**config.mk**
```make
export PLATFORM = sky130hd
export DESIGN_NAME = wf3_divider
export DESIGN_NICKNAME = d
export VERILOG_FILES = /design/src/design/wf3_pkg.sv /design/src/design/wf3_divider.sv
export SDC_FILE = /design/constraint.sdc
export NUM_CORES = 1
export LEC_CHECK = 0
export BUFFER_PORTS_ARGS = -buffer_cell sky130_fd_sc_hd__buf_2
export CORE_ASPECT_RATIO = 0.5
export CORE_UTILIZATION = 45
export DETAILED_ROUTE_END_ITERATION = 6
export HOLD_SLACK_MARGIN = 0.06
export PLACE_DENSITY_LB_ADDON = 0.12
export SLEW_MARGIN = 20
export SYNTH_ARGS = -nofsm -noshare
export SYNTH_HDL_FRONTEND = slang
export SYNTH_SLANG_ARGS = --single-unit
```
**constraint.sdc**
```tcl
create_clock -name clk -period 2.6 [get_ports clk]
set_input_delay 0 -clock clk [delete_from_list [all_inputs] [get_ports clk]]
set_output_delay 0 -clock clk [all_outputs]
set_load 0.02 [all_outputs]
```
**src/design/wf3_pkg.sv**
```systemverilog
// Shared types, widths and codes of the 3x3 window filter.
// No dependencies; every other design file imports this package.
package wf3_pkg;

    localparam int PIX_W      = 8;
    localparam int COEF_W     = 16;
    localparam int KSIZE      = 3;
    localparam int DIM_W      = 13;
    localparam int ROW_W      = 12;
    localparam int COLO_W     = 10;
    localparam int OUT_W      = 28;
    localparam int PROD_W     = PIX_W + 1 + COEF_W;
    localparam int PART_W     = PROD_W + 1;
    localparam int LB_W       = 2 * PIX_W;
    localparam int CFG_IDX_W  = 3;
    localparam int CFG_DATA_W = 48;
    localparam int MODE_W     = 2;
    localparam int WIDTH_W    = 11;
    localparam int DIV_W      = 8;

    // register indexes on the config port
    localparam logic [CFG_IDX_W-1:0] REG_MODE    = 3'd0;
    localparam logic [CFG_IDX_W-1:0] REG_WIDTH   = 3'd1;
    localparam logic [CFG_IDX_W-1:0] REG_HEIGHT  = 3'd2;
    localparam logic [CFG_IDX_W-1:0] REG_DIVISOR = 3'd3;
    localparam logic [CFG_IDX_W-1:0] REG_COEF_T  = 3'd4;
    localparam logic [CFG_IDX_W-1:0] REG_COEF_M  = 3'd5;
    localparam logic [CFG_IDX_W-1:0] REG_COEF_B  = 3'd6;

    localparam logic [MODE_W-1:0] MODE_CORR  = 2'd0;
    localparam logic [MODE_W-1:0] MODE_CONV  = 2'd1;
    localparam logic [MODE_W-1:0] MODE_DERIV = 2'd2;

    localparam logic [WIDTH_W-1:0]    WIDTH_RESET   = 11'd1024;
    localparam logic [DIM_W-1:0]      HEIGHT_RESET  = 13'd1024;
    localparam logic [DIM_W-1:0]      HEIGHT_MAX    = 13'd4096;
    localparam logic [DIM_W-1:0]      SIZE_MIN      = 13'd3;
    localparam logic [DIV_W-1:0]      DIVISOR_RESET = 8'd1;
    localparam logic [CFG_DATA_W-1:0] COEF_ZERO     = 48'd0;
    localparam logic [CFG_DATA_W-1:0] COEF_MID_RESET = 48'd134217728;
    // (row - 1) mod height for row 0 at the reset height
    localparam logic [ROW_W-1:0]      RM1_RESET     = 12'd1023;

    typedef struct packed {
        logic             frame_start;
        logic [PIX_W-1:0] pixel;
    } pix_item_t;

    typedef struct packed {
        logic signed [OUT_W-1:0] filtered;
        logic                    window_valid;
        logic [ROW_W-1:0]        centre_row;
        logic [COLO_W-1:0]       centre_col;
        logic                    frame_end;
    } result_t;

    typedef logic [KSIZE-1:0][PIX_W-1:0]  col_t;
    typedef logic [KSIZE-1:0][COEF_W-1:0] coef_col_t;
    typedef logic [PART_W-1:0]            part_t;

    typedef struct packed {
        logic busy;
        logic done;
    } div_status_t;

    function automatic logic [OUT_W-1:0] sext_part(part_t p);
        return {{(OUT_W - PART_W){p[PART_W-1]}}, p};
    endfunction

endpackage

```
**src/design/wf3_divider.sv**
```systemverilog
// Unsigned restoring divider, one quotient bit per cycle.
// Uses wf3_pkg for the status struct.
module wf3_divider
    import wf3_pkg::*;
#(
    parameter int NUM_W = 28,
    parameter int DEN_W = 8
)
(
    input  logic             clk,
    input  logic             rst_n,
    input  logic             start,
    input  logic [NUM_W-1:0] num,
    input  logic [DEN_W-1:0] den,
    output div_status_t      status,
    output logic [NUM_W-1:0] quot,
    output logic [DEN_W-1:0] rem
);

    localparam int CNT_W = $clog2(NUM_W + 1);

    logic [CNT_W-1:0] cnt_reg;
    logic             done_reg;
    logic [NUM_W-1:0] quo_reg, quo_next;
    logic [DEN_W-1:0] rem_reg, rem_next;
    logic [DEN_W-1:0] den_reg;
    logic [DEN_W:0]   trial, diff;
    logic             ge;

    always_comb
    begin
        trial    = {rem_reg, quo_reg[NUM_W-1]};
        diff     = trial - {1'b0, den_reg};
        ge       = trial >= {1'b0, den_reg};
        rem_next = ge ? diff[DEN_W-1:0] : trial[DEN_W-1:0];
        quo_next = {quo_reg[NUM_W-2:0], ge};
    end

    always_ff @(posedge clk or negedge rst_n)
    begin
        if (!rst_n)
        begin
            cnt_reg  <= '0;
            done_reg <= 1'b0;
        end
        else if (start)
        begin
            cnt_reg  <= CNT_W'(NUM_W);
            done_reg <= 1'b0;
        end
        else if (cnt_reg != '0)
        begin
            cnt_reg  <= cnt_reg - 1'b1;
            done_reg <= (cnt_reg == CNT_W'(1));
        end
        else
        begin
            done_reg <= 1'b0;
        end
    end

    always_ff @(posedge clk)
    begin
        if (start)
        begin
            quo_reg <= num;
            rem_reg <= '0;
            den_reg <= den;
        end
        else if (cnt_reg != '0)
        begin
            quo_reg <= quo_next;
            rem_reg <= rem_next;
        end
    end

    assign status.busy = (cnt_reg != '0);
    assign status.done = done_reg;
    assign quot        = quo_reg;
    assign rem         = rem_reg;

endmodule

```
Word-level counts from Yosys, hierarchy flattened:

Cells that the tools add are included.

* eq/ne operators: 1
* reductions and logical operators: 2
* mux-type cells: 7
* add/sub/neg operators: 2
* magnitude comparators: 1

Operator list (number)
* 28-bit 2-to-1 mux: 2
* 5-bit 2-to-1 mux: 2
* 9-bit by 8-bit greater-or-equal comparator with 1-bit output: 1
* 8-bit 2-to-1 mux: 1
* 8-bit subtractor: 1
* 5-bit by 1-bit == test with 1-bit output, second input constant: 1
* 5-bit nonzero test: 1
* 5-bit by 1-bit subtractor with 5-bit output, second input constant: 1
* 1-bit 2-to-1 mux: 2
* 2-bit nonzero test: 1

* bits in registers: 50
* output and inout port bits: 38
* logic and storage cells: 18
* input bits: 39

Depth between registers and ports, before layout:

* word-level depth: 3
* gate-level depth with buffers: 8
* gate-level depth less buffers: 8

Worst setup path after synthesis:

OpenSTA, ideal clock, no wires.

* path type: reg2reg
* start point: register quo_reg[27], in the netlist quot[27]
* end point: register quo_reg[0], in the netlist quot[0] (data pin)
* cell stages (with the launch flop): 8
* arrival time: 1.797 ns
* clock period less this slack: 2.057 ns
* setup time: 0.260 ns
* required time: 2.340 ns
* buffers on the path: 0
* slack: 0.543 ns
* cells stage by stage: edfxtp_1 -> inv_1 -> ha_1 -> nand2b_1 -> a31oi_2 -> o311a_2 -> nand2_1 -> mux2_2

* longest elaborated chain between the ends: 3

RTL lines
* start: declaration: RTL line wf3_divider.sv:24 `logic [NUM_W-1:0] quo_reg, quo_next;`
* start signal: assignment: RTL line wf3_divider.sv:66 `quo_reg <= num;`
* start signal: assignment: RTL line wf3_divider.sv:72 `quo_reg <= quo_next;`
* 9-bit by 8-bit greater-or-equal comparator with 1-bit output: RTL line wf3_divider.sv:34 `ge = trial >= {1'b0, den_reg};`
* 28-bit 2-to-1 mux: RTL line wf3_divider.sv:70 `else if (cnt_reg != '0)`
* 28-bit 2-to-1 mux: RTL line wf3_divider.sv:64 `if (start)`

Every way passes these cells. The select of a mux whose other input is x is not followed.
A chain may end at the register's enable or synchronous reset.

Worst setup path after layout:

* start point: register rem_reg[5], in the netlist rem[5]
* end point: register quo_reg[0], in the netlist quot[0] (data pin)

* longest elaborated chain between the ends: 3

RTL lines
* start: declaration: RTL line wf3_divider.sv:25 `logic [DEN_W-1:0] rem_reg, rem_next;`
* start signal: assignment: RTL line wf3_divider.sv:73 `rem_reg <= rem_next;`
* 9-bit by 8-bit greater-or-equal comparator with 1-bit output: RTL line wf3_divider.sv:34
* 28-bit 2-to-1 mux: RTL line wf3_divider.sv:70
* 28-bit 2-to-1 mux: RTL line wf3_divider.sv:64

Every way passes these cells. The select of a mux whose other input is x is not followed.

==> summary.md <==
| Metric | Value |
|---|---|
| Antenna Violating Nets Remaining | 0 |
| Register area | 0.00139 mm² |
| Global-route congestion overflow total | 0 |
| Final Power | 2.53 mW |
| Sink Count | 50 |
| Part of the Yosys area used for sequential elements | 0.539 |
| Logic gate share of total power | 0.295 |
| Syn Area/Cell | approximately 12 µm² |
| Multi-input gate area | between 0.001 and 0.0015 mm² |
| Outcome | finished clean |
| Global-route wire length before repair | 9690 µm |
| Final worst-path cycle share | 0.824 |
| DIE WIDTH | 109 µm |
| Relative slew margins | 0.549 |
| Clock buffer depth | 2 |
| Inserted Clock Buffers | 5 |
| Finished Cell Area | ~0.0036 mm² |
| Clk slew on worst S/H paths | 70 ps |
| Min-Delay Path Class | in -> async |
| Clock latency on the worst-skew pair | roughly 290 ps |
| Worst-case setup margin in the final layout | ~460 ps |
| Ys flop type | edfxtp_1 |
| Peak supply drop | roughly 0.36 mV |
| Synth Cell Area | 0.00258 mm² |
| Final GP Congestion | between 0.8 and 0.9 |
| MaxCap Viol Count | 0 |
| Clock Power Share | 0.295 |
| CP delay by family, top | compound AO/OA/AOI/OAI gates |
| Highest clock rate | about 470 MHz |
| H-tree Lvls | 2 |
| TritonRoute pass-1 iters | 4 |
| Setup TNS | 0 ps |
| Max FO, Critical Path | 8 |
| Initial Util | 0.470 |
| Initial antenna violation count | 0 |
| Crit path buf inv count | 0 |
| Starting DRC count in detailed routing | slightly above 60 |
| Worst setup EP type | flop |
| Post-Syn Nets | about 260 |
| Share of layout cells above drive strength 1 | 0.378 |
| Die height | ~56 µm |
| PD cells | 705 mW/mm² |
| Post-synth EDFFs | 36 |
| Critical Path RT | roughly 2700 ps |
| Clock Skew | ~7.3 ps |
| Routed WL per cell | 14.4 µm |
| # IOs | 77 |
| Slew Limit Fails | 0 |
| Least-Margin Pin Slew | about 670 ps |
| TritonCTS clock tree | done |
| Fillers | around 440 |
| Cts repair resizes | 0 |
| Syn Inst Count | around 210 |
| Max reg flops | 28 |
| Min cycle time layout | ~2100 ps |
| Crit path launch type | flop |
| Switching pwr | 0.774 mW |
| Syn. warnings | 0 |
| Post-place instance area | between 0.003 and 0.004 mm² |
| Detailed-route DRC error count | 0 |
| Hold Fails Final Rpt | 0 |
| Total track usage | 0.209 |
| Largest net degree at the start of global routing | 29 |
| CTS Root Cell | clkbuf_16 |
| WS Path Type | reg -> reg |
| Core Region | roughly 0.0055 mm² |
| Via/cell ratio | 5.16 |
| Async set-reset flop share out of synthesis | 0.120 |
| Yosys cell types | 49 |
| Via count | between 2000 and 2500 |
| Wirelength, routed | a little under 6000 µm |
| LEAKAGE | around 1.6 nW |
| Final setup fails | 0 |
| Flops & latches, synth | 50 |
| RSZ-0062 raised after global routing | false |
| Vias in the first global route | between 2000 and 2500 |
| Synth-to-layout area growth | 39.1% |
| Port buffer count | 76 |
| Critical-path cell list | ha_1 > and2_1 > o21ai_2 > o311a_2 > nand2_1 > mux2_2 |
| Critical Path Max Stage Delay | roughly 400 ps |
| Int Pwr | about 1.8 mW |
| CP arrival | about 2200 ps |
| Final net count | approximately 380 |
| Post-place setup slack | 491 ps |
| Die ar. | 0.00606 mm² |
| Sw Share | 0.306 |
| ANT cells | 0 |
| Sequential Power Share | 0.409 |
| Critical path's slowest cell | ha_1 |
| Site row count | 19 |
| Detailed-placement wirelength estimate | between 3000 and 4000 µm |
[cell families (layout without fill, tap and decap cells)]
kind of cell | after synthesis | in the layout | share of synthesized area
muxes | 28 | 28 | 0.122
and+or+nand+nor | 52 | 52 | 0.109
buffers and inverters | 24 | 141 | 0.0369
DFF | 50 | 50 | 0.539
adders and majority gates | 12 | 12 | 0.0611
AOI/OAI and AO/OA | 43 | 43 | 0.125
xor gates and xnor gates | 2 | 2 | 0.00679
[metal layers]
layer / GRT usage / routed length, µm / part of all wire / vias up
li1: - / - / - / 1025
met1: 0.272 / 2650 / 0.46 / 986
met2: 0.334 / 2740 / 0.47 / 52
met3: 0.0697 / 355 / 0.061 / 7
met4: 0.0541 / 39 / 0.0067 / 0
met5: 0 / 0 / 0 / -
[power by group through the flow]
stage	clock (mW)	sequential [mW]	combinational (mW)
after floorplan	0	1.15	0.387
after global placement	0	1.05	0.680
after detailed placement	0	1.05	0.700
after CTS	0.762	1.04	0.746
after global routing	0.800	1.05	0.812
final	0.747	1.04	0.747
[Yosys cell counts (2+ instances only)]
master,instances,area [µm²]
ha_1,11,138
dfxtp_1,8,160
clkbuf_1,5,18.8
o21ai_0,9,45.0
nand3_1,6,30.0
nor2_1,15,56.3
dfrtp_1,6,150
buf_1,2,7.51
a21oi_1,5,25.0
a21o_1,2,15.0
o31ai_1,2,15.0
a311oi_1,5,43.8
or3_1,6,37.5
mux2_2,28,315
a211oi_1,3,22.5
o21ai_1,2,10.0
o211ai_1,4,30.0
inv_1,15,56.3
nand2b_1,3,18.8
and2b_1,2,15.0
edfxtp_1,36,1080
nand2_1,8,30.0
xnor2_1,2,17.5
[placed cells by master (no fill, tap or decap), drive strengths merged, types with 2 or more instances in the layout]
cell / netlist / final
a211oi: 3 / 3
a21o: 2 / 2
a21oi: 5 / 5
a311oi: 5 / 5
a31oi: 2 / 2
and2b: 2 / 2
buf: 4 / 81
clkbuf: 5 / 6
dfrtp: 6 / 6
dfxtp: 8 / 8
dlygate4sd3: 0 / 37
edfxtp: 36 / 36
ha: 11 / 11
inv: 15 / 15
mux2: 28 / 28
nand2: 8 / 8
nand2b: 3 / 3
nand3: 7 / 7
nor2: 15 / 15
o211ai: 4 / 4
o21ai: 12 / 12
o311ai: 2 / 2
o31a: 2 / 2
o31ai: 2 / 2
or3: 6 / 6
xnor2: 2 / 2
[area by class of cell]
class	count	share of cell area
Timing Repair Buffer	118	0.220
Inverter	15	0.0157
Clock inverter	2	0.0108
Tap cell	73	0.0255
Multi-Input combinational cell	137	0.305
Sequential cell	50	0.388
Clock buffer	6	0.0359
[stage by stage]
stage / util / std cells / hold slack [ps]
6_report: 0.653 / 401 / 81.4
5_1_grt: 0.653 / 401 / 91.7
4_1_cts: 0.653 / 401 / 60.0
3_5_place_dp: 0.555 / 356 / -168
3_3_place_gp: 0.555 / 356 / -171
2_1_floorplan: - / 211 / -296
[worst paths after layout]
path	start	to	slack [ps]	cells past startpoint
worst max-delay path	rem[5]	quot[0]	460	6
worst max register to register	rem[5]	quot[0]	460	6
min in group clk	start	cnt_reg[0]	190	2
max in group asynchronous	rst_n	cnt_reg[4]	2370	2
worst min-delay path	rst_n	cnt_reg[1]	80	2
worst min register to register	rem[4]	rem[4]	510	2
[what timing repair did]
item	in CTS	in global routing
hold buffers	37	0
endpoints found under the hold margin	42	0
setup buffers	0	0
Note: power is estimated with default switching activity, not from simulation.
