===== src/design/wf3_pkg.sv =====
// Shared types, widths and codes of the 3x3 window filter.
// No dependencies; every other design file imports this package.
package wf3_pkg;

    localparam int PIX_W      = 8;
    localparam int COEF_W     = 16;
    localparam int KSIZE      = 3;
    localparam int DIM_W      = 13;
    localparam int ROW_W      = 12;
    localparam int COLO_W     = 10;
    localparam int OUT_W      = 28;
    localparam int PROD_W     = PIX_W + 1 + COEF_W;
    localparam int PART_W     = PROD_W + 1;
    localparam int LB_W       = 2 * PIX_W;
    localparam int CFG_IDX_W  = 3;
    localparam int CFG_DATA_W = 48;
    localparam int MODE_W     = 2;
    localparam int WIDTH_W    = 11;
    localparam int DIV_W      = 8;

    // register indexes on the config port
    localparam logic [CFG_IDX_W-1:0] REG_MODE    = 3'd0;
    localparam logic [CFG_IDX_W-1:0] REG_WIDTH   = 3'd1;
    localparam logic [CFG_IDX_W-1:0] REG_HEIGHT  = 3'd2;
    localparam logic [CFG_IDX_W-1:0] REG_DIVISOR = 3'd3;
    localparam logic [CFG_IDX_W-1:0] REG_COEF_T  = 3'd4;
    localparam logic [CFG_IDX_W-1:0] REG_COEF_M  = 3'd5;
    localparam logic [CFG_IDX_W-1:0] REG_COEF_B  = 3'd6;

    localparam logic [MODE_W-1:0] MODE_CORR  = 2'd0;
    localparam logic [MODE_W-1:0] MODE_CONV  = 2'd1;
    localparam logic [MODE_W-1:0] MODE_DERIV = 2'd2;

    localparam logic [WIDTH_W-1:0]    WIDTH_RESET   = 11'd1024;
    localparam logic [DIM_W-1:0]      HEIGHT_RESET  = 13'd1024;
    localparam logic [DIM_W-1:0]      HEIGHT_MAX    = 13'd4096;
    localparam logic [DIM_W-1:0]      SIZE_MIN      = 13'd3;
    localparam logic [DIV_W-1:0]      DIVISOR_RESET = 8'd1;
    localparam logic [CFG_DATA_W-1:0] COEF_ZERO     = 48'd0;
    localparam logic [CFG_DATA_W-1:0] COEF_MID_RESET = 48'd134217728;
    // (row - 1) mod height for row 0 at the reset height
    localparam logic [ROW_W-1:0]      RM1_RESET     = 12'd1023;

    typedef struct packed {
        logic             frame_start;
        logic [PIX_W-1:0] pixel;
    } pix_item_t;

    typedef struct packed {
        logic signed [OUT_W-1:0] filtered;
        logic                    window_valid;
        logic [ROW_W-1:0]        centre_row;
        logic [COLO_W-1:0]       centre_col;
        logic                    frame_end;
    } result_t;

    typedef logic [KSIZE-1:0][PIX_W-1:0]  col_t;
    typedef logic [KSIZE-1:0][COEF_W-1:0] coef_col_t;
    typedef logic [PART_W-1:0]            part_t;

    typedef struct packed {
        logic busy;
        logic done;
    } div_status_t;

    function automatic logic [OUT_W-1:0] sext_part(part_t p);
        return {{(OUT_W - PART_W){p[PART_W-1]}}, p};
    endfunction

endpackage


===== src/design/wf3_cell.sv =====
// One window column cell: holds three pixels of a column, passes them on to
// its older neighbor and registers the column's kernel dot product. Uses wf3_pkg.
module wf3_cell
    import wf3_pkg::*;
(
    input  logic      clk,
    input  logic      rst_n,
    input  logic      en,
    input  col_t      col_in,
    input  coef_col_t coef,
    output col_t      col_out,
    output part_t     partial
);

    col_t  col_reg;
    part_t part_reg;
    part_t acc;
    logic signed [PROD_W-1:0] prod [KSIZE];

    always_comb
    begin
        acc = '0;
        for (int i = 0; i < KSIZE; i++)
        begin
            prod[i] = $signed({1'b0, col_in[i]}) * $signed(coef[i]);
            acc     = acc + {{(PART_W - PROD_W){prod[i][PROD_W-1]}}, prod[i]};
        end
    end

    always_ff @(posedge clk or negedge rst_n)
    begin
        if (!rst_n)
        begin
            col_reg <= '0;
        end
        else if (en)
        begin
            col_reg <= col_in;
        end
    end

    always_ff @(posedge clk)
    begin
        if (en)
        begin
            part_reg <= acc;
        end
    end

    assign col_out = col_reg;
    assign partial = part_reg;

endmodule


===== config.mk =====
export PLATFORM = sky130hd
export DESIGN_NAME = wf3_cell
export DESIGN_NICKNAME = d
export VERILOG_FILES = /design/src/design/wf3_pkg.sv /design/src/design/wf3_cell.sv
export SDC_FILE = /design/constraint.sdc
export NUM_CORES = 1
export LEC_CHECK = 0
export ABC_CLOCK_PERIOD_IN_PS = 800
export BUFFER_PORTS_ARGS = -buffer_cell sky130_fd_sc_hd__buf_2
export CAP_MARGIN = 25
export CORE_MARGIN = 2
export CORE_UTILIZATION = 64
export DETAILED_ROUTE_END_ITERATION = 10
export PLACE_DENSITY = 0.92
export SYNTH_ARGS = -nofsm -noshare
export SYNTH_HDL_FRONTEND = slang
export SYNTH_SLANG_ARGS = --single-unit

===== constraint.sdc =====
create_clock -name clk -period 0.8 [get_ports clk]
set_input_delay 0.08 -clock clk [delete_from_list [all_inputs] [get_ports clk]]
set_output_delay 0.08 -clock clk [all_outputs]
set_load 0.1 [all_outputs]

==> run summary, run 1 <==
Synth top cells by count - inv_1, fa_1, and2_1, nand2_1, ha_1
GP Congestion - 0.953
post-synth cell types - 59
Yosys top cell area share - 0.460
register area share after synthesis - 0.0846
Die Ht - 164 um
root buffer cell - clkbuf_16
H-Tree Depth - 2
failing step - global routing
Starting Density - 0.650
Total GRT Usage - 0.649
First Err - [ERROR GRT-0116] Global routing finished with congestion. Check the congestion regions in the DRC Viewer.
Post-synth EDFFs - 26
adder-cell area share of the yosys netlist - 0.570
top-count cell post-synth - inv_1
hpwl dp - 42.6 mm
syn_nets - 2285
I/O pin cnt - 125
vias in the first global route - 20000
Placed Cells incl. Taps - 2357
Post-Synth XOR/XNOR Area - 0.0241
cell taking the most area after synthesis - fa_1
asr flop ratio synth - 0.480
syn avg cell area - 9.65 um2
Port Buffers - 124
total grt overflow - 24
status - aborted with a tool error
synthesis warning total - 0
Mapped Cells - 1692
clk sinks - 50
Synth area leaders - fa_1, ha_1, inv_1
wire length of the first global-routing pass - 123 mm
largest net degree at the start of global routing - 25
Synth Cell Area - 16300 um2
largest family of logic cells by synthesized area - adder cells
Synth Flop Type - edfxtp_1
placement row count - 58
mux contribution to synthesized area - 0.0172
cts bufs inserted - 5
Compound-Gate Fraction of Synth Area - 0.0500
CTS Buffer Depth - 2
Synth Area in Simple Gates - 0.148
Yosys reg bits - 50
Die W - 164 um
kinds of logic after synthesis:
family	after synthesis
adders and majority gates	518
and+or+nand+nor	472
buffers and inverters	464
AOI/OAI and AO/OA	118
DFF	50
xor gates and xnor gates	45
muxes	25
metal layers:
layer / GRT overflow / track usage
met4: 8 / 0.632
met1: 0 / 0.643
met3: 0 / 0.471
met5: 1 / 0.275
met2: 15 / 0.837
through the flow:
step	setup WS [ns]	cell area (um2)
2_1_floorplan	-6.31	17000
3_3_place_gp	-6.73	20600
3_5_place_dp	-7.20	20600
4_1_cts	-6.57	22000
what timing repair did:
| item | 4_1_cts |
|---|---|
| gates cloned | 1 |
| hold buffers | 1 |
| pin swaps | 124 |
| endpoints found under the hold margin | 24 |
| endpoints found under the setup margin | 100 |
| gates resized for setup | 235 |
| buffers inserted | 37 |
==> run 2, diff against run 1 <==
- CORE_UTILIZATION: 64 -> 40
- PLACE_DENSITY: 0.92 -> not set
- PLACE_DENSITY_LB_ADDON: not set -> 0.15
==> run 2 against run 1 <==
- area after synthesis unchanged
- synthesized cell count unchanged
- the flow now finishes, with violations (negative setup slack)
==> run summary, run 2 <==
via count - 12400
clock skew - 0 ns
CTS tree - yes
R2R setup slack - -0.07 ns
critical path class - in2reg
die area - 42400 um2
final wirelength - 41.9 mm
GR Util met1 - 0.273
commonest non-fill, non-tap cells in the layout - inv_1, fa_1, buf_4, and2_1, nand2_1
crit share post-route - 8.92
layout cell share with drive strength beyond 1 - 0.316
Reg clk slew, reported paths - 0.08 ns
max reg flops - 26
R2R Path End - col_out[22]$_DFFE_PN0P_
crit start category - input pin
adder-cell area share of the yosys netlist - 0.570 (unchanged)
synthesis warning total - 0 (unchanged)
Placed Cells incl. Taps - 2574 (+9.2%)
placement row count - 74 (+28%)
Hold Path Stages - 2
Synth Area in Simple Gates - 0.148 (unchanged)
cells on worst reg2reg path - 1
drt drc - 0
Starting Density - 0.403 (-0.248)
total grt overflow - 0
status - finished with violations
data required time of the worst path - 0.89 ns
clk sinks - 50 (unchanged)
GP Congestion - 0.897 (-5.9%)
ant diodes - 0
Slew Limit Fails - 0
Routed wire per std cell - 16.0 um
root buffer cell - clkbuf_16
Routed Antenna Nets - 0
syn avg cell area - 9.65 um2 (unchanged)
most common cell after layout, fill and taps aside - inv_1
Port Buffers - 124 (unchanged)
Hold EP - col_out[17]$_DFFE_PN0P_
Setup violations, final - 100
initial antenna violation count - 3
Synth Cell Area - 16300 um2 (unchanged)
Worst Path Arrival - 7.22 ns
Area growth syn-to-layout - 37.1%
Slew @ Worst Pin - 0.511 ns
Die W - 206 um (+26%)
CTS Buffer Depth - 2 (unchanged)
GR peak layer - met2
Hold Path Class - in2reg
Total Nets Final - 2676
vias per cell - 4.75
wire length of the first global-routing pass - 71.1 mm
Reg2Reg Launch Point - col_out[22]$_DFFE_PN0P_
Tmin final - 7.13 ns
kind of end point of the critical path - flip-flop
worst skew pair latency - 0.34 ns
Core ar. - 40600 um2
unrepaired setup endpoints after global routing - true
met3 GRT Util - 0.0213
I/O pin cnt - 125 (unchanged)
slew margin rel. - 0.655
mux contribution to synthesized area - 0.0172 (unchanged)
Synth area leaders - fa_1, ha_1, inv_1
top-count cell post-synth - inv_1
Worst Slack Setup Final - -6.33 ns
hpwl dp - 35.8 mm (-16%)
register area share after synthesis - 0.0846 (unchanged)
post-route cell area - 22400 um2
met2 global-route usage - 0.392
Yosys top cell area share - 0.460 (unchanged)
Post-synth EDFFs - 26 (unchanged)
largest family of logic cells by synthesized area - adder cells
post-synth cell types - 59 (unchanged)
max frequency - 140 MHz
Yosys reg bits - 50 (unchanged)
H-Tree Depth - 2 (unchanged)
Initial DRC Count - 470
Max stage delay cell, worst path - fa_1
Synth top cells by count - inv_1, fa_1, and2_1, nand2_1, ha_1
vias in the first global route - 14300
Fin. Hold Viols - 0
syn_nets - 2285 (unchanged)
cts bufs inserted - 5 (unchanged)
Area after DPL - 20900 um2 (+1.7%)
cell taking the most area after synthesis - fa_1
largest net degree at the start of global routing - 27
Die Ht - 206 um (+26%)
Total GRT Usage - 0.217
Post-Synth XOR/XNOR Area - 0.0241 (unchanged)
fin util - 0.552
Mapped Cells - 1692 (unchanged)
first drt pass iteration count - 5
Compound-Gate Fraction of Synth Area - 0.0500 (unchanged)
violated checks - negative setup slack
Crit Path Max Fanout - 5
asr flop ratio synth - 0.480 (unchanged)
max incr delay on CP - 0.54 ns
Max-Cap Viols - 0
Fin Setup TNS - -149.31 ns
hold path start - col_in[17]
fill count - 3612
Most common cell on crit path - fa_1
fin cells - 2616
Synth Flop Type - edfxtp_1
[run 2: cell counts after synthesis]
Identical to the previous run, type by type.
[run 2: routing by layer]
layer  vias up  routed length (um)
met1      6350               17600
li1       5812                   -
met3        54                1290
met5         -                  40
met2       195               21900
met4         6                1100
[run 2: what timing repair did]
| item | in CTS | in global routing |
|---|---|---|
| hold endpoints to repair | 25 | 0 |
| buffers inserted | 22 | 9 |
| pin swaps | 99 | 52 |
| gates resized for setup | 171 | 54 |
| cloned | 1 | 3 |
| endpoints found under the setup margin | 100 | 100 |
| hold buffers | 2 | 0 |
[run 2: final cells by class]
type | instances | area [um2] | share of cell area
Multi-Input combinational cell | 1178 | 14400 | 0.641
Timing Repair Buffer | 420 | 4110 | 0.184
Inverter | 428 | 1610 | 0.0718
Sequential cell | 50 | 1470 | 0.0657
Tap cell | 532 | 666 | 0.0297
Clock buffer | 8 | 168 | 0.00749
[run 2: kinds of logic after synthesis]
logic type | after synthesis
adders and majority gates | 518
buffers and inverters | 464
DFF | 50
and+or+nand+nor | 472
xor gates and xnor gates | 45
AOI/OAI and AO/OA | 118
muxes | 25
[run 2: worst max-delay path by stage]
stage                                        to        from  slack [ns]
final                     partial[25]$_DFFE_PP_  col_in[16]       -6.33
after global routing      partial[18]$_DFFE_PP_  col_in[16]       -6.66
after CTS                 partial[25]$_DFFE_PP_  col_in[21]       -6.41
after detailed placement  partial[25]$_DFFE_PP_  col_in[17]       -7.04
after global placement    partial[25]$_DFFE_PP_  col_in[17]       -7.02
after floorplan           partial[18]$_DFFE_PP_  col_in[17]       -6.31
[run 2: through the flow]
step	hold WS, ns	setup WS (ns)
3_3_place_gp	-0.0434	-7.02
6_report	0.0341	-6.33
4_1_cts	0.0295	-6.41
5_1_grt	0.0377	-6.66
3_5_place_dp	-0.0424	-7.04
2_1_floorplan	-0.216	-6.31
[run 2: worst max-delay path: cells and delay by family]
kind | cells | cell delay (ns)
AO/OA/AOI/OAI | 6 | 1.29
XOR/XNOR | 2 | 0.23
AND/OR/NAND/NOR | 3 | 0.40
buffers and inverters | 7 | 0.64
adder cells (fa/ha/maj) | 10 | 4.57
Power of run 2 is not shown: default switching activity piles up to over one toggle a cycle in this logic, so the estimate is an artifact.
==> run 3, diff against run 2 <==
- CELL_PAD_IN_SITES_DETAIL_PLACEMENT: not set -> 1
- CELL_PAD_IN_SITES_GLOBAL_PLACEMENT: not set -> 1
==> run 3 against run 2 <==
- the run still ends with negative setup slack left
- non-clock buffer count is 8 lower
- global-route usage is 3.1 points higher
- clock-buffer cell count is 2 lower
- worst setup slack worse by 0.26 ns
- critical path depth is 2 higher
- die area stayed put
- sequential cell count stayed put
- clock skew stayed put
- via count is 2.9% higher
- hold slack worse by 0.0011 ns
- sequential share of layout area hardly changed
- first-iteration DRC count is 1.9% higher
- critical endpoint unchanged
==> run summary, run 3 (synthesis results as in run 2) <==
status - finished with violations
violated checks - negative setup slack
GP Congestion - 0.857 (-4.5%)
worst skew pair latency - 0.35 ns (about the same)
Reg clk slew, reported paths - 0.09 ns (about the same)
CTS Buffer Depth - 2 (unchanged)
critical path class - in2reg
most common cell after layout, fill and taps aside - inv_1
max incr delay on CP - 0.57 ns (+0.03 ns)
fill count - 4464 (+24%)
cells on worst reg2reg path - 2 (+1)
Hold Path Stages - 2 (unchanged)
kind of end point of the critical path - flip-flop
Tmin final - 7.39 ns (+0.257 ns)
clk sinks - 50 (unchanged)
area of the multi-input gates - 14500 um2 (+1.1%)
drt drc - 0 (unchanged)
via count - 12800 (+2.9%)
max frequency - 135 MHz (-3.5%)
layout cell share with drive strength beyond 1 - 0.324 (+0.00748)
max reg flops - 26 (unchanged)
die area - 42400 um2 (unchanged)
Routed Antenna Nets - 0 (unchanged)
first drt pass iteration count - 4 (-1)
root buffer cell - clkbuf_16
Die Ht - 206 um (unchanged)
CTS tree - yes
Hold EP - col_out[18]$_DFFE_PN0P_
R2R Path End - col_out[17]$_DFFE_PN0P_
wire length of the first global-routing pass - 80.2 mm (+13%)
vias in the first global route - 15400 (+7.6%)
I/O pin cnt - 125 (unchanged)
placement row count - 74 (unchanged)
Fin. Hold Viols - 0 (unchanged)
clock skew - 0 ns (unchanged)
Total GRT Usage - 0.247 (+0.0308)
R2R setup slack - -0.20 ns (-0.13 ns)
Area growth syn-to-layout - 38.0%
Port Buffers - 124 (unchanged)
initial antenna violation count - 2 (-1)
Reg area - 1470 um2 (unchanged)
crit start category - input pin
Hold Path Class - in2reg
vias per cell - 4.90 (+3.2%)
Worst Path Arrival - 7.49 ns (+0.27 ns)
Max-Cap Viols - 0 (unchanged)
hold path start - col_in[18]
Total Nets Final - 2668 (-0.30%)
Reg2Reg Launch Point - col_out[17]$_DFFE_PN0P_
Most common cell on crit path - fa_1
Starting Density - 0.403 (unchanged)
unrepaired setup endpoints after global routing - true
final wirelength - 48.4 mm (+15%)
Placed Cells incl. Taps - 2566 (-0.31%)
slew margin rel. - 0.757 (+0.103)
cts bufs inserted - 5 (unchanged)
Core ar. - 40600 um2 (unchanged)
data required time of the worst path - 0.90 ns (about the same)
Slew @ Worst Pin - 0.360 ns (-0.151 ns)
H-Tree Depth - 2 (unchanged)
Setup violations, final - 100 (unchanged)
largest net degree at the start of global routing - 25 (-7.4%)
hpwl dp - 40.9 mm (+14%)
Initial DRC Count - 479 (+1.9%)
commonest non-fill, non-tap cells in the layout - inv_1, fa_1, buf_4, and2_1, nand2_1
total grt overflow - 0 (unchanged)
Crit Path Max Fanout - 5 (unchanged)
Slew Limit Fails - 0 (unchanged)
Worst Slack Setup Final - -6.59 ns (-0.257 ns)
Die W - 206 um (unchanged)
Routed wire per std cell - 18.5 um (+16%)
Max stage delay cell, worst path - fa_1
crit share post-route - 9.24 (+0.321)
DP Worst Slack - -7.21 ns (-0.169 ns)
fin cells - 2609 (-0.27%)
-- run 3: changes by cell type in the layout (fill, tap and decap cells not counted), moves of 4 or more --
| cell | delta |
|---|---|
| ha_1 | -8 |
| inv_1 | -8 |
| nand2_1 | +4 |
| buf_4 | -15 |
| clkbuf_16 | -4 |
| ha_4 | +7 |
| inv_2 | +8 |
| a21oi_4 | +4 |
| buf_12 | +7 |
| nand2_2 | -5 |
| buf_6 | +6 |
-- run 3: layout make-up --
type,instances,area share
Timing Repair Buffer,412,0.183
Multi-Input combinational cell,1178,0.644
Inverter,428,0.0713
Tap cell,532,0.0296
Clock inverter,2,0.000611
Clock buffer,6,0.00572
Sequential cell,50,0.0653
Antenna cell,1,0.000111
-- run 3: worst max-delay path, delay by kind of cell --
family | cells | cell delay [ns]
adders and majority gates | 10 | 4.57
xor gates and xnor gates | 2 | 0.22
and+or+nand+nor | 7 | 1.24
AOI/OAI and AO/OA | 5 | 0.90
buffers and inverters | 6 | 0.45
-- run 3: metal layers --
| metal | GRT usage | vias up | share of wire |
|---|---|---|---|
| met5 | 0 | - | 0.00033 |
| li1 | - | 5796 | - |
| met1 | 0.296 | 6734 | 0.40 |
| met2 | 0.475 | 186 | 0.56 |
| met4 | 0.0597 | 2 | 0.021 |
| met3 | 0.0218 | 56 | 0.024 |
-- run 3: through the flow --
step,utilization,setup TNS [ns],area (um2),hold WS (ns)
2_1_floorplan,-,-141.50,17000,-0.216
4_1_cts,0.545,-152.02,22100,0.0226
3_5_place_dp,0.516,-156.21,20900,0.0393
6_report,0.555,-153.94,22500,0.0329
3_3_place_gp,0.516,-153.09,20900,0.0399
5_1_grt,0.555,-160.84,22500,0.0374
-- run 3: worst max-delay path by stage --
stage                          start                    end  slack [ns]  cells after the start
after floorplan           col_in[17]  partial[18]$_DFFE_PP_       -6.31                     31
after global placement    col_in[16]  partial[25]$_DFFE_PP_       -7.00                     31
after detailed placement  col_in[16]  partial[23]$_DFFE_PP_       -7.21                     30
after CTS                 col_in[21]  partial[25]$_DFFE_PP_       -6.49                     29
after global routing      col_in[17]  partial[25]$_DFFE_PP_       -6.85                     31
final                     col_in[21]  partial[25]$_DFFE_PP_       -6.59                     30
-- run 3: what timing repair did --
| item | 4_1_cts | 5_1_grt |
|---|---|---|
| resized for setup | 189 | 69 |
| buffers inserted | 21 | 13 |
| gates cloned | 2 | 0 |
| setup endpoints to repair | 100 | 100 |
| pin swaps | 81 | 75 |
| hold buffers | 1 | 0 |
| endpoints found under the hold margin | 24 | 0 |
Power of run 3 is left out for the same reason.
